**config.mk**
```make
export PLATFORM = sky130hd
export DESIGN_NAME = metaball_field_accumulator_unit
export DESIGN_NICKNAME = d
export VERILOG_FILES = /design/src/hw/rtl/mfa_pkg.sv /design/src/hw/rtl/mfa_front.sv /design/src/hw/rtl/mfa_div.sv /design/src/hw/rtl/mfa_back.sv /design/src/hw/rtl/metaball_field_accumulator_unit.sv
export SDC_FILE = /design/constraint.sdc
export NUM_CORES = 2
export LEC_CHECK = 0
export ABC_AREA = 0
export BUFFER_PORTS_ARGS = -buffer_cell sky130_fd_sc_hd__buf_2
export CORE_MARGIN = 10
export CORE_UTILIZATION = 55
export CTS_CLUSTER_SIZE = 10
export DETAILED_ROUTE_END_ITERATION = 16
export GPL_TIMING_DRIVEN = 0
export PLACE_DENSITY = 0.69
export SLEW_MARGIN = 30
export SYNTH_ARGS = -nofsm -noshare
export SYNTH_HDL_FRONTEND = slang
export SYNTH_HIERARCHICAL = 1
export SYNTH_SLANG_ARGS = --single-unit
```
**constraint.sdc**
```tcl
create_clock -name clk_i -period 15.7 [get_ports clk_i]
set_input_delay 3.14 -clock clk_i [delete_from_list [all_inputs] [get_ports clk_i]]
set_output_delay 3.14 -clock clk_i [all_outputs]
set_load 0.01 [all_outputs]
```
**src/hw/rtl/mfa_pkg.sv**
```systemverilog
// ----------------------------------------------------------------------------
// mfa_pkg
// Shared types, constants and helpers of the metaball field accumulator.
// ----------------------------------------------------------------------------
package mfa_pkg;

  // configuration register indexes
  localparam logic CFG_ALPHA  = 1'b0;
  localparam logic CFG_THRESH = 1'b1;

  localparam logic [15:0] ALPHA_RESET = 16'd4096;

  // divider sizes
  localparam int DivQw = 35;
  localparam int DivCw = 6;

  // one sphere as it travels from the front to the back
  typedef struct packed {
    logic signed [16:0] dx;
    logic signed [16:0] dy;
    logic signed [16:0] dz;
    logic [15:0]        radius;
    logic               last;
  } item_t;

  // divider request
  typedef struct packed {
    logic              start;
    logic [31:0]       rem0;
    logic [DivQw-1:0]  bits;
    logic [DivCw-1:0]  count;
    logic [31:0]       divisor;
  } div_req_t;

  typedef struct packed {
    logic [31:0] val;
    logic        clip;
  } sat_t;

  // saturating add of a wide signed term into a 32-bit accumulator
  function automatic sat_t sat_add(logic signed [31:0] acc, logic signed [44:0] add);
    logic signed [44:0] sum;
    sat_t res;
    sum = 45'(acc) + add;
    res.clip = 1'b0;
    res.val  = sum[31:0];
    if (sum > 45'sd2147483647) begin
      res.val  = 32'h7FFF_FFFF;
      res.clip = 1'b1;
    end else if (sum < -45'sd2147483648) begin
      res.val  = 32'h8000_0000;
      res.clip = 1'b1;
    end
    return res;
  endfunction

endpackage

```
**src/hw/rtl/mfa_front.sv**
```systemverilog
// ----------------------------------------------------------------------------
// mfa_front
// Accepts sphere items, forms the offset to the query point, and holds them
// in a two-entry queue for the back end.
// ----------------------------------------------------------------------------
module mfa_front (
  input  logic                clk_i,
  input  logic                rst_ni,
  input  logic                in_valid_i,
  output logic                in_ready_o,
  input  logic signed [15:0]  query_x_i,
  input  logic signed [15:0]  query_y_i,
  input  logic signed [15:0]  query_z_i,
  input  logic signed [15:0]  center_x_i,
  input  logic signed [15:0]  center_y_i,
  input  logic signed [15:0]  center_z_i,
  input  logic [15:0]         sphere_radius_i,
  input  logic                last_sphere_i,
  output logic                q_valid_o,
  input  logic                q_pop_i,
  output mfa_pkg::item_t      q_item_o
);
  import mfa_pkg::*;

  item_t      mem_q [2];
  item_t      wr_item;
  logic       wr_ptr_q, rd_ptr_q;
  logic [1:0] cnt_q;
  logic       push, pop;

  // offset of the query point from the center
  always_comb begin
    wr_item.dx     = 17'(query_x_i) - 17'(center_x_i);
    wr_item.dy     = 17'(query_y_i) - 17'(center_y_i);
    wr_item.dz     = 17'(query_z_i) - 17'(center_z_i);
    wr_item.radius = sphere_radius_i;
    wr_item.last   = last_sphere_i;
  end

  assign in_ready_o = (cnt_q != 2'd2);
  assign push       = in_valid_i && in_ready_o;
  assign q_valid_o  = (cnt_q != 2'd0);
  assign pop        = q_pop_i && q_valid_o;
  assign q_item_o   = mem_q[rd_ptr_q];

  // queue storage
  always_ff @(posedge clk_i) begin
    if (push) begin
      mem_q[wr_ptr_q] <= wr_item;
    end
  end

  // queue pointers
  always_ff @(posedge clk_i or negedge rst_ni) begin
    if (!rst_ni) begin
      wr_ptr_q <= 1'b0;
      rd_ptr_q <= 1'b0;
      cnt_q    <= 2'd0;
    end else begin
      if (push) wr_ptr_q <= ~wr_ptr_q;
      if (pop)  rd_ptr_q <= ~rd_ptr_q;
      if (push && !pop)      cnt_q <= cnt_q + 2'd1;
      else if (pop && !push) cnt_q <= cnt_q - 2'd1;
    end
  end

endmodule

```
**src/hw/rtl/mfa_div.sv**
```systemverilog
// ----------------------------------------------------------------------------
// mfa_div
// Restoring divider, one quotient bit per cycle; dividend bits enter msb
// first after a preloaded partial remainder.
// ----------------------------------------------------------------------------
module mfa_div (
  input  logic                     clk_i,
  input  logic                     rst_ni,
  input  mfa_pkg::div_req_t        req_i,
  output logic                     done_o,
  output logic [mfa_pkg::DivQw-1:0] quot_o
);
  import mfa_pkg::*;

  logic [31:0]      rem_q, dsr_q;
  logic [DivQw-1:0] bits_q, quot_q;
  logic [DivCw-1:0] cnt_q;
  logic             busy_q, done_q;
  logic [32:0]      trial;
  logic             ge;

  // one restoring step
  assign trial = {rem_q, bits_q[DivQw-1]};
  assign ge    = (trial >= {1'b0, dsr_q});

  // iteration registers
  always_ff @(posedge clk_i) begin
    if (req_i.start) begin
      rem_q  <= req_i.rem0;
      bits_q <= req_i.bits;
      dsr_q  <= req_i.divisor;
      quot_q <= '0;
    end else if (busy_q) begin
      rem_q  <= ge ? 32'(trial - {1'b0, dsr_q}) : trial[31:0];
      bits_q <= {bits_q[DivQw-2:0], 1'b0};
      quot_q <= {quot_q[DivQw-2:0], ge};
    end
  end

  // step control
  always_ff @(posedge clk_i or negedge rst_ni) begin
    if (!rst_ni) begin
      busy_q <= 1'b0;
      done_q <= 1'b0;
      cnt_q  <= '0;
    end else begin
      done_q <= busy_q && (cnt_q == DivCw'(1));
      if (req_i.start) begin
        busy_q <= 1'b1;
        cnt_q  <= req_i.count;
      end else if (busy_q) begin
        cnt_q <= cnt_q - DivCw'(1);
        if (cnt_q == DivCw'(1)) busy_q <= 1'b0;
      end
    end
  end

  assign done_o = done_q;
  assign quot_o = quot_q;

endmodule

```
**src/hw/rtl/mfa_back.sv**
```systemverilog
// ----------------------------------------------------------------------------
// mfa_back
// Sequencer that evaluates one sphere's field and gradient terms with a
// shared multiplier and divider, keeps the accumulators and the result.
// ----------------------------------------------------------------------------
module mfa_back (
  input  logic                clk_i,
  input  logic                rst_ni,
  input  logic                q_valid_i,
  output logic                q_pop_o,
  input  mfa_pkg::item_t      q_item_i,
  input  logic [15:0]         alpha_scale_i,
  input  logic signed [31:0]  iso_threshold_i,
  output logic                out_valid_o,
  input  logic                out_ready_i,
  output logic signed [31:0]  field_value_o,
  output logic signed [31:0]  grad_x_o,
  output logic signed [31:0]  grad_y_o,
  output logic signed [31:0]  grad_z_o,
  output logic                saturated_o
);
  import mfa_pkg::*;

  typedef enum logic [3:0] {
    ST_IDLE, ST_MA, ST_MX, ST_MY, ST_MZ, ST_CHK, ST_D1, ST_S,
    ST_FI, ST_R2, ST_D2, ST_GX, ST_GY, ST_GZ, ST_AZ, ST_FIN
  } state_e;

  state_e             state_q;
  item_t              it_q;
  logic [31:0]        a_q;
  logic [33:0]        r_q;
  logic [16:0]        s_q, fi_q;
  logic [DivQw-1:0]   dfi_q;
  logic [51:0]        prod_q;
  logic [34:0]        mul_a;
  logic [16:0]        mul_b;
  logic signed [31:0] acc_v_q, acc_x_q, acc_y_q, acc_z_q;
  logic               clip_q;
  logic               out_valid_q;
  logic [31:0]        out_v_q, out_x_q, out_y_q, out_z_q;
  logic               out_sat_q;
  logic [16:0]        mx, my, mz;
  logic [33:0]        r_sum;
  logic               skip;
  logic               term_neg;
  logic signed [44:0] term;
  sat_t               acc_sat, fi_sat, fin_sat;
  div_req_t           div_req;
  logic               div_done;
  logic [DivQw-1:0]   div_quot;
  logic               out_free;
  logic               out_load;

  // magnitudes of the offsets
  assign mx = it_q.dx[16] ? 17'(-it_q.dx) : 17'(it_q.dx);
  assign my = it_q.dy[16] ? 17'(-it_q.dy) : 17'(it_q.dy);
  assign mz = it_q.dz[16] ? 17'(-it_q.dz) : 17'(it_q.dz);

  // shared multiplier operand select
  always_comb begin
    mul_a = '0;
    mul_b = '0;
    unique case (state_q)
      ST_MA:        begin mul_a = 35'(alpha_scale_i); mul_b = 17'(it_q.radius); end
      ST_MX:        begin mul_a = 35'(mx); mul_b = mx; end
      ST_MY:        begin mul_a = 35'(my); mul_b = my; end
      ST_MZ:        begin mul_a = 35'(mz); mul_b = mz; end
      ST_D1:        begin mul_a = 35'(div_quot[16:0]); mul_b = div_quot[16:0]; end
      ST_S:         begin
        mul_a = 35'(17'((33'h1_0000_0000 - prod_q[32:0]) >> 16));
        mul_b = 17'((33'h1_0000_0000 - prod_q[32:0]) >> 16);
      end
      ST_FI:        begin mul_a = 35'(it_q.radius); mul_b = 17'(it_q.radius); end
      ST_GX:        begin mul_a = dfi_q; mul_b = mx; end
      ST_GY:        begin mul_a = dfi_q; mul_b = my; end
      ST_GZ:        begin mul_a = dfi_q; mul_b = mz; end
      default:      begin mul_a = '0; mul_b = '0; end
    endcase
  end

  // squared distance and the influence test
  assign r_sum = r_q + prod_q[33:0];
  assign skip  = (it_q.radius == 16'd0) || (a_q == 32'd0) ||
                 ({r_sum, 4'b0} > {6'b0, a_q});

  // divider requests: r over Ri, then the gradient scale
  always_comb begin
    div_req       = '0;
    div_req.start = 1'b0;
    if (state_q == ST_CHK && !skip) begin
      div_req.start   = 1'b1;
      div_req.rem0    = 32'({r_sum, 3'b0});
      div_req.bits    = '0;
      div_req.count   = DivCw'(17);
      div_req.divisor = a_q;
    end else if (state_q == ST_R2) begin
      div_req.start   = 1'b1;
      div_req.rem0    = '0;
      div_req.bits    = {s_q, 18'b0};
      div_req.count   = DivCw'(DivQw);
      div_req.divisor = prod_q[31:0];
    end
  end

  mfa_div u_div (
    .clk_i  (clk_i),
    .rst_ni (rst_ni),
    .req_i  (div_req),
    .done_o (div_done),
    .quot_o (div_quot)
  );

  // gradient term, truncated toward zero
  always_comb begin
    unique case (state_q)
      ST_GY:   term_neg = it_q.dx[16];
      ST_GZ:   term_neg = it_q.dy[16];
      default: term_neg = it_q.dz[16];
    endcase
    term = term_neg ? -45'(prod_q[51:8]) : 45'(prod_q[51:8]);
  end

  always_comb begin
    unique case (state_q)
      ST_GY:   acc_sat = sat_add(acc_x_q, term);
      ST_GZ:   acc_sat = sat_add(acc_y_q, term);
      default: acc_sat = sat_add(acc_z_q, term);
    endcase
  end

  assign fi_sat   = sat_add(acc_v_q, 45'(fi_q));
  assign fin_sat  = sat_add(acc_v_q, -45'(iso_threshold_i));
  assign out_free = !out_valid_q || out_ready_i;
  assign q_pop_o  = (state_q == ST_IDLE) && q_valid_i;

  // result register loads on the last sphere once the output is free
  assign out_load = (state_q == ST_FIN) && it_q.last && out_free;

  // sequencer, datapath and result register
  always_ff @(posedge clk_i or negedge rst_ni) begin
    if (!rst_ni) begin
      state_q     <= ST_IDLE;
      acc_v_q     <= '0;
      acc_x_q     <= '0;
      acc_y_q     <= '0;
      acc_z_q     <= '0;
      clip_q      <= 1'b0;
      out_valid_q <= 1'b0;
    end else begin
      prod_q <= 52'(mul_a * 52'(mul_b));
      if (out_load) out_valid_q <= 1'b1;
      else if (out_valid_q && out_ready_i) out_valid_q <= 1'b0;
      unique case (state_q)
        ST_IDLE: begin
          if (q_valid_i) begin
            it_q    <= q_item_i;
            state_q <= ST_MA;
          end
        end
        ST_MA:  state_q <= ST_MX;
        ST_MX:  begin a_q <= prod_q[31:0]; state_q <= ST_MY; end
        ST_MY:  begin r_q <= 34'(prod_q[33:0]); state_q <= ST_MZ; end
        ST_MZ:  begin r_q <= r_sum; state_q <= ST_CHK; end
        ST_CHK: state_q <= skip ? ST_FIN : ST_D1;
        ST_D1:  if (div_done) state_q <= ST_S;
        ST_S: begin
          s_q     <= 17'((33'h1_0000_0000 - prod_q[32:0]) >> 16);
          state_q <= ST_FI;
        end
        ST_FI:  begin fi_q <= prod_q[32:16]; state_q <= ST_R2; end
        ST_R2:  state_q <= ST_D2;
        ST_D2: begin
          if (div_done) begin
            dfi_q   <= div_quot;
            state_q <= ST_GX;
          end
        end
        ST_GX:  state_q <= ST_GY;
        ST_GY: begin
          acc_x_q <= acc_sat.val;
          clip_q  <= clip_q | acc_sat.clip;
          state_q <= ST_GZ;
        end
        ST_GZ: begin
          acc_y_q <= acc_sat.val;
          clip_q  <= clip_q | acc_sat.clip;
          state_q <= ST_AZ;
        end
        ST_AZ: begin
          acc_z_q <= acc_sat.val;
          acc_v_q <= fi_sat.val;
          clip_q  <= clip_q | acc_sat.clip | fi_sat.clip;
          state_q <= ST_FIN;
        end
        ST_FIN: begin
          if (!it_q.last) begin
            state_q <= ST_IDLE;
          end else if (out_free) begin
            out_v_q     <= fin_sat.val;
            out_x_q     <= acc_x_q;
            out_y_q     <= acc_y_q;
            out_z_q     <= acc_z_q;
            out_sat_q   <= clip_q | fin_sat.clip;
            acc_v_q     <= '0;
            acc_x_q     <= '0;
            acc_y_q     <= '0;
            acc_z_q     <= '0;
            clip_q      <= 1'b0;
            state_q     <= ST_IDLE;
          end
        end
        default: state_q <= ST_IDLE;
      endcase
    end
  end

  assign out_valid_o   = out_valid_q;
  assign field_value_o = out_v_q;
  assign grad_x_o      = out_x_q;
  assign grad_y_o      = out_y_q;
  assign grad_z_o      = out_z_q;
  assign saturated_o   = out_sat_q;

endmodule

```
**src/hw/rtl/metaball_field_accumulator_unit.sv**
```systemverilog
// ----------------------------------------------------------------------------
// metaball_field_accumulator_unit
// Metaball implicit field and gradient accumulator over sphere items.
//
//   channel   direction  handshake              payload
//   in        input      in_valid/in_ready      query, center, radius, last
//   cfg       input      cfg_valid/cfg_ready    cfg_index, cfg_data
//   out       output     out_valid/out_ready    field value, gradient, flag
//
// A sphere inside its bound takes the longest path, through the shared
// bit-serial divider (17 steps for r over Ri, 35 for the gradient scale).
// A sphere outside its bound or with zero radius skips the divider.
// A two-entry queue lets the input keep accepting while the back works.
// Reset clears accumulators, threshold and queue, and sets alpha to ALPHA_RESET.
// ----------------------------------------------------------------------------
module metaball_field_accumulator_unit (
  input  logic               clk_i,
  input  logic               rst_ni,
  input  logic               in_valid_i,
  output logic               in_ready_o,
  input  logic signed [15:0] query_x_i,
  input  logic signed [15:0] query_y_i,
  input  logic signed [15:0] query_z_i,
  input  logic signed [15:0] center_x_i,
  input  logic signed [15:0] center_y_i,
  input  logic signed [15:0] center_z_i,
  input  logic [15:0]        sphere_radius_i,
  input  logic               last_sphere_i,
  input  logic               cfg_valid_i,
  output logic               cfg_ready_o,
  input  logic               cfg_index_i,
  input  logic [31:0]        cfg_data_i,
  output logic               out_valid_o,
  input  logic               out_ready_i,
  output logic signed [31:0] field_value_o,
  output logic signed [31:0] grad_x_o,
  output logic signed [31:0] grad_y_o,
  output logic signed [31:0] grad_z_o,
  output logic               saturated_o
);
  import mfa_pkg::*;

  logic [15:0]        alpha_q;
  logic signed [31:0] thresh_q;
  logic               q_valid, q_pop;
  item_t              q_item;

  assign cfg_ready_o = 1'b1;

  // configuration registers
  always_ff @(posedge clk_i or negedge rst_ni) begin
    if (!rst_ni) begin
      alpha_q  <= ALPHA_RESET;
      thresh_q <= '0;
    end else if (cfg_valid_i) begin
      unique case (cfg_index_i)
        CFG_ALPHA:  alpha_q  <= cfg_data_i[15:0];
        CFG_THRESH: thresh_q <= cfg_data_i;
        default:    alpha_q  <= alpha_q;
      endcase
    end
  end

  mfa_front u_front (
    .clk_i           (clk_i),
    .rst_ni          (rst_ni),
    .in_valid_i      (in_valid_i),
    .in_ready_o      (in_ready_o),
    .query_x_i       (query_x_i),
    .query_y_i       (query_y_i),
    .query_z_i       (query_z_i),
    .center_x_i      (center_x_i),
    .center_y_i      (center_y_i),
    .center_z_i      (center_z_i),
    .sphere_radius_i (sphere_radius_i),
    .last_sphere_i   (last_sphere_i),
    .q_valid_o       (q_valid),
    .q_pop_i         (q_pop),
    .q_item_o        (q_item)
  );

  mfa_back u_back (
    .clk_i           (clk_i),
    .rst_ni          (rst_ni),
    .q_valid_i       (q_valid),
    .q_pop_o         (q_pop),
    .q_item_i        (q_item),
    .alpha_scale_i   (alpha_q),
    .iso_threshold_i (thresh_q),
    .out_valid_o     (out_valid_o),
    .out_ready_i     (out_ready_i),
    .field_value_o   (field_value_o),
    .grad_x_o        (grad_x_o),
    .grad_y_o        (grad_y_o),
    .grad_z_o        (grad_z_o),
    .saturated_o     (saturated_o)
  );

endmodule

```
Yosys cells after proc, flatten, opt, wreduce, memory -nomap -nowiden
Memory sizes are Yosys's and may differ from the RTL's. A register that Yosys moved wholly into a read port is not among the register bits.
Cells that the tools add are included.
Storage, ports and cells
  register bits: 644
  memories: 1
  bits in writable memories: 136
  logic and storage cells: 194
Operators by class
  multiplexer cells: 53
  reduce and logical (&&, ||, !) cells: 49
  multiply operators: 1
  magnitude comparators: 12
  equality and inequality tests: 23
  $add $sub $neg: 19
  bitwise logic cells: 6
Memories
  u_front.mem_q: words 2, bits a word 68, rd ports 1, clocked after Yosys merged registers in 1, wr ports 1, RTL line mfa_front.sv:25  | item_t mem_q [2];
Operator list (count)
  two-way mux 33 bit: 9
  one-hot mux 35 bit (8 select lines): 1
  one-hot mux 32 bit (2 select lines): 4
  greater-than comparator 45 x 32 -> 1 bit (second input constant): 5
  < comparator 45 x 32 -> 1 bit (second input constant): 5
  two-way mux 106 bit: 2
  adder 32 x 45 -> 45 bit: 4
  two-way mux 32 bit: 5
  one-hot mux 17 bit (6 select lines): 1
  two-way mux 35 bit: 2
  one-hot mux 34 bit (2 select lines): 1
  one-hot mux 33 bit (2 select lines): 1
  one-hot mux 4 bit (16 select lines): 1
  multiplier 35 x 17 -> 52 bit: 1
  two-way mux 17 bit: 3
  negator 17 bit: 3
  subtractor 16 x 16 -> 17 bit: 3
  two-way mux 45 bit: 1
  negator 32 -> 45 bit: 1
  negator 44 -> 45 bit: 1
  greater-than comparator 38 x 32 -> 1 bit: 1
  adder 34 bit: 1
  adder 32 x 18 -> 33 bit: 1
  greater-or-equal comparator 33 x 32 -> 1 bit: 1
  other kinds (34): 105

Logic depth before layout (Yosys ltp)
  depth after elaboration: 11
  mapped depth: 39

Modules after synthesis
Netlist, hierarchy kept.
Modules (own cells, without submodules)
  mfa_back: instances 1, cells an instance 5917, sequential area each 14884.3 um^2, area each 53769.1 um^2
  mfa_div: instances 1, cells an instance 692, sequential area each 3873.7 um^2, area each 7638.6 um^2
  mfa_front: instances 1, cells an instance 595, sequential area each 4184.0 um^2, area each 7543.5 um^2
  metaball_field_accumulator_unit: instances 1, cells an instance 105, sequential area each 1202.4 um^2, area each 1835.5 um^2

Worst setup path before layout
Ideal clock, no wire load.
  path type: reg-to-reg
  from: reg u_back.prod_q[11]
  to: reg u_back.prod_q[51], data pin
  path buffers: 3
  path slack: 5.767 ns
  arrival time: 9.673 ns
  cell stages (with the launch flop): 37
  path through: edfxtp_1 or4_1 or4_1 or3_4 or2_1 buf_2 nor3_2 nor3b_4 nand3_1 xor2_1 a22o_1 or3_1 clkbuf_1 clkbuf_1 nand2_1 fa_1 inv_1 fa_1 fa_1 fa_1 fa_1 inv_1 fa_1 inv_1 ha_1 a21oi_1 o21bai_1 a21o_1 a21o_1 a21o_1 a21oi_1 a31oi_1 a2111oi_0 o31ai_1 a221oi_1 o21ai_0 xnor2_1
Between the ends
  cells in the longest elaborated chain, start to end: 3
  elaborated cells on any way between the ends: 4
Ends and longest elaborated chain
  from (decl): RTL line mfa_back.sv:35  | logic [51:0] prod_q;
  from (signal assigned): RTL line mfa_back.sv:151  | prod_q <= 52'(mul_a * 52'(mul_b));
  subtractor 33 bit *: RTL line mfa_back.sv:71, mfa_back.sv:72
  one-hot mux 35 bit (8 select lines) or one-hot mux 17 bit (6 select lines) (tied branches): RTL line mfa_back.sv:64  | unique case (state_q)
  multiplier 35 x 17 -> 52 bit *: RTL line mfa_back.sv:151
Mark *: on every way between the ends. The rest lies on a longest branch, timed or not.
A chain may end at the register's enable or synchronous reset.

Worst setup path after layout
  from: reg u_back.state_q[0]
  to: reg u_back.prod_q[51], data pin
Between the ends
  cells in the longest elaborated chain, start to end: 4
  elaborated cells on any way between the ends: 18
Ends and longest elaborated chain
  from (decl): RTL line mfa_back.sv:29  | state_e state_q;
  from (signal assigned): RTL line mfa_back.sv:165  | ST_CHK: state_q <= skip ? ST_FIN : ST_D1;
  equality test 4 bit (tied with other cells): RTL line mfa_back.sv:64
  OR reduction 3 bit (no source line) or OR reduction 2 bit (tied branches)
  one-hot mux 35 bit (8 select lines) or one-hot mux 17 bit (6 select lines) (tied branches): RTL line mfa_back.sv:64
  multiplier 35 x 17 -> 52 bit *: RTL line mfa_back.sv:151
Marked as above.

==> reports/summary.txt <==
RUN STATUS
-----------------------------------------------------------------------------------------------------------------
Run status                                                                                              completed

GLOBAL ROUTE
-----------------------------------------------------------------------------------------------------------------
First-pass GRT wire length                                                                              346000 um
Initial antenna violation count                                                                                 8
Via count of the first global-routing pass                                                                  56918
Global Route Usage Sum                                                                                      0.315
Total congestion overflow                                                                                       0
Pin count of the biggest net entering global routing                                                           78

FINISH
-----------------------------------------------------------------------------------------------------------------
Area delta synth->final                                                                                     10.4%
Fraction of layout instances using a drive strength above 1                                                0.0917
Post-layout net count                                                                                        8853
Fill cell total of the finished layout                                                                      10817

TIMING
-----------------------------------------------------------------------------------------------------------------
Setup Skew                                                                                              0.0432 ns
Worst Max-Slew Pin Slew                                                                                   1.18 ns
Setup repair after global routing missed its margin                                                         false
Final critical delay including setup and external delays                                                 13.45 ns
Period Utilization, post-route                                                                              0.856
Accumulated negative setup slack                                                                             0 ns
Max Clock Freq                                                                                         0.0744 GHz
Final count of hold timing violations                                                                           0
Final setup violating endpoints                                                                                 0
Pins over their slew limit                                                                                      0
Relative max-transition margin                                                                              0.205

LOGIC SYNTHESIS
-----------------------------------------------------------------------------------------------------------------
Top FF cell, synth                                                                                   sky130_fd_sc_hd__edfxtp_1
Compound-cell area share of the yosys netlist                                                               0.150
Post-synthesis instance area                                                                          70800 sq um
Mux cell area share after synthesis                                                                        0.0319
Cell type with the highest aggregate area in the netlist                                             sky130_fd_sc_hd__edfxtp_1
FF+latch count, synth                                                                                         848
Most frequent cell after synthesis                                                                   sky130_fd_sc_hd__inv_1
Sequential fraction of the synthesis area                                                                   0.341
Post-synth ARST share                                                                                       0.229
Syn Area/Cell                                                                                          9.68 sq um
Number of library cell types mapped by synthesis                                                              114
Arithmetic-cell share of the synthesized area counting full adders, half adders and majority gates          0.223
Main combinational cell family by area after synthesis                                                adder cells
Parity-gate share of the synthesized area counting xor and xnor cells                                      0.0474
Largest cells by area after synthesis                                                                sky130_fd_sc_hd__edfxtp_1 26%, sky130_fd_sc_hd__fa_1 14%, sky130_fd_sc_hd__ha_1 8.0%
Number of instances in the synthesized netlist                                                               7309
Area share of the largest cell type after synthesis                                                         0.263
Count of warnings emitted by yosys                                                                              6
Most numerous cell types in the synthesized netlist                                                  834 x sky130_fd_sc_hd__inv_1, 830 x sky130_fd_sc_hd__nand2_1, 619 x sky130_fd_sc_hd__edfxtp_1, 504 x sky130_fd_sc_hd__fa_1, 498 x sky130_fd_sc_hd__nor2_1
Simple-gate share of the synthesized area                                                                   0.144
Number of enable-type register cells in the synthesized netlist                                               619

CLOCKING
-----------------------------------------------------------------------------------------------------------------
Setup Fix Bufs, Post-CTS                                                                                        0
Htree depth                                                                                                     3
Number of buffers created by CTS                                                                              101
Clock tree buffer depth                                                                                         3
Worst-Skew Late Latency                                                                                   0.73 ns
Clock Root Buffer                                                                                    sky130_fd_sc_hd__clkbuf_16
CTS clk-pin slew, worst paths                                                                             0.06 ns
Number of instances resized during post-cts repair                                                              0
CTS tree                                                                                                    built
Sinks on the clock net                                                                                        848
Hold bufs inserted after CTS                                                                                    0

FLOORPLANNING
-----------------------------------------------------------------------------------------------------------------
CORE AREA                                                                                            128000 sq um
Starting density of the core                                                                                0.554
Number of core rows                                                                                           131
Number of top-level design ports                                                                              283
Die Area                                                                                             143000 sq um
Die extent in x                                                                                            379 um
Die H                                                                                                      379 um

PLACE
-----------------------------------------------------------------------------------------------------------------
Weighted congestion reported at the end of routability-driven placement                                     0.994
Half-perimeter wire length after detailed placement                                                     186000 um
Port-buffer cells                                                                                             281

ROUTING
-----------------------------------------------------------------------------------------------------------------
Post-DR vias/cell                                                                                            6.12
Average detailed-routed wire length per instance                                                          24.1 um
Number of detailed-route iterations in the first pass                                                           9
Initial detailed-routing violation count                                                                     6155
Overall via count from detail_route                                                                         58129
DRC violation count after routing                                                                               0
Final WL                                                                                                229000 um
Detail Route Antenna Nets                                                                                       0

CRITICAL PATH
-----------------------------------------------------------------------------------------------------------------
Startpoint-to-endpoint class of the critical path                                                    register to register
Worst stage delay on the critical path                                                                    0.96 ns
Critical path capture point type                                                                         register
CP max-delay cell                                                                                    sky130_fd_sc_hd__nor3_1
Critical path required time                                                                              16.15 ns
Startpoint types                                                                                         register
Largest driver fanout on the critical path                                                                     10
Critical path arrival                                                                                    13.89 ns

RUN
-----------------------------------------------------------------------------------------------------------------
Number of maximum-capacitance constraint violations                                                             0

WORST HOLD PATH
-----------------------------------------------------------------------------------------------------------------
Path class of the lowest-slack min-delay path                                                        register to register

## path summary, 6_finish.rpt
check | depth (start not counted) | slack (ns) | from | to
min | 0 | 0.47 | u_back/u_div/quot_o[34] | u_back/dfi_q[34]
min reg2reg | 0 | 0.47 | u_back/u_div/quot_o[34] | u_back/dfi_q[34]
min in group asynchronous | 1 | 2.40 | rst_ni | u_back/acc_y_q[3]
max | 30 | 2.25 | u_back/state_q[0] | u_back/prod_q[51]
max in group asynchronous | 2 | 12.41 | rst_ni | u_back/u_div/cnt_q[4]
max reg2reg | 30 | 2.25 | u_back/state_q[0] | u_back/prod_q[51]
## layout make-up
cell class | instances | area [sq um] | area share
inverters | 835 | 3130 | 0.0401
flip-flops and latches | 848 | 24100 | 0.309
diodes | 3 | 7.51 | 0.0000961
clock inverters | 22 | 304 | 0.00389
plain buffers | 325 | 1290 | 0.0165
repair buffers | 308 | 1860 | 0.0238
clock buffers | 166 | 2820 | 0.0361
well taps | 1662 | 2080 | 0.0266
multi-input cells | 5324 | 42500 | 0.544
## placed cells by master (no fill, tap or decap), types with 129 or more instances in the layout
| cell type | count |
|---|---|
| sky130_fd_sc_hd__inv_1 | 834 |
| sky130_fd_sc_hd__nand2_1 | 830 |
| sky130_fd_sc_hd__edfxtp_1 | 619 |
| sky130_fd_sc_hd__fa_1 | 504 |
| sky130_fd_sc_hd__nor2_1 | 495 |
| sky130_fd_sc_hd__ha_1 | 455 |
| sky130_fd_sc_hd__o21ai_0 | 380 |
| sky130_fd_sc_hd__a21oi_1 | 357 |
| sky130_fd_sc_hd__clkbuf_1 | 336 |
| sky130_fd_sc_hd__buf_2 | 305 |
| sky130_fd_sc_hd__xnor2_1 | 228 |
| sky130_fd_sc_hd__dfrtp_1 | 193 |
| sky130_fd_sc_hd__a21o_1 | 159 |
| sky130_fd_sc_hd__xor2_1 | 155 |
| sky130_fd_sc_hd__mux2_2 | 140 |
| sky130_fd_sc_hd__nand3_1 | 129 |
## layer usage
| metal | track usage | vias up | part of all wire |
|---|---|---|---|
| li1 | - | 26312 | - |
| met1 | 0.428 | 28423 | 0.41 |
| met2 | 0.486 | 2850 | 0.44 |
| met3 | 0.0701 | 538 | 0.099 |
| met4 | 0.132 | 6 | 0.048 |
| met5 | 0 | - | 0.00017 |
## stage by stage
stage / cells / hold slack, ns / utilization / setup slack [ns] / area (sq um)
after floorplan: 7332 / 0.408 / - / 5.77 / 70900
after global placement: 9275 / 0.433 / 0.582 / 2.16 / 74400
after detailed placement: 9302 / 0.431 / 0.587 / 2.72 / 75000
after CTS: 9490 / 0.444 / 0.612 / 2.62 / 78100
after global routing: 9490 / 0.452 / 0.612 / 2.16 / 78100
final: 9493 / 0.465 / 0.612 / 2.25 / 78200
## cells by family after synthesis
family,count (synthesis)
compound gates,1593
xor+xnor,383
fa+ha+maj,959
buf+inv,1160
flops,848
mux,203
other cells,2
simple gates,2161
## critical path: cells and delay by family, from the launching register on
family / cells / cell delay, ns
DFF: 1 / 0.32
AOI/OAI and AO/OA: 9 / 4.23
adders and majority gates: 7 / 3.03
xor gates and xnor gates: 1 / 0.18
buffers and inverters: 8 / 3.10
and+or+nand+nor: 5 / 2.29
## flip-flops by register name (all words and copies together) (netlist names), 34 cells and up
register	flops
u_back/prod_q	52
u_back/r_q	34
u_back/it_q	68
u_back/dfi_q	35
u_back/u_div/quot_o	35
u_front/mem_q	136
u_back/u_div/bits_q	35
Power is not shown: default switching activity piles up to over one toggle a cycle in this logic, so the estimate is an artifact.
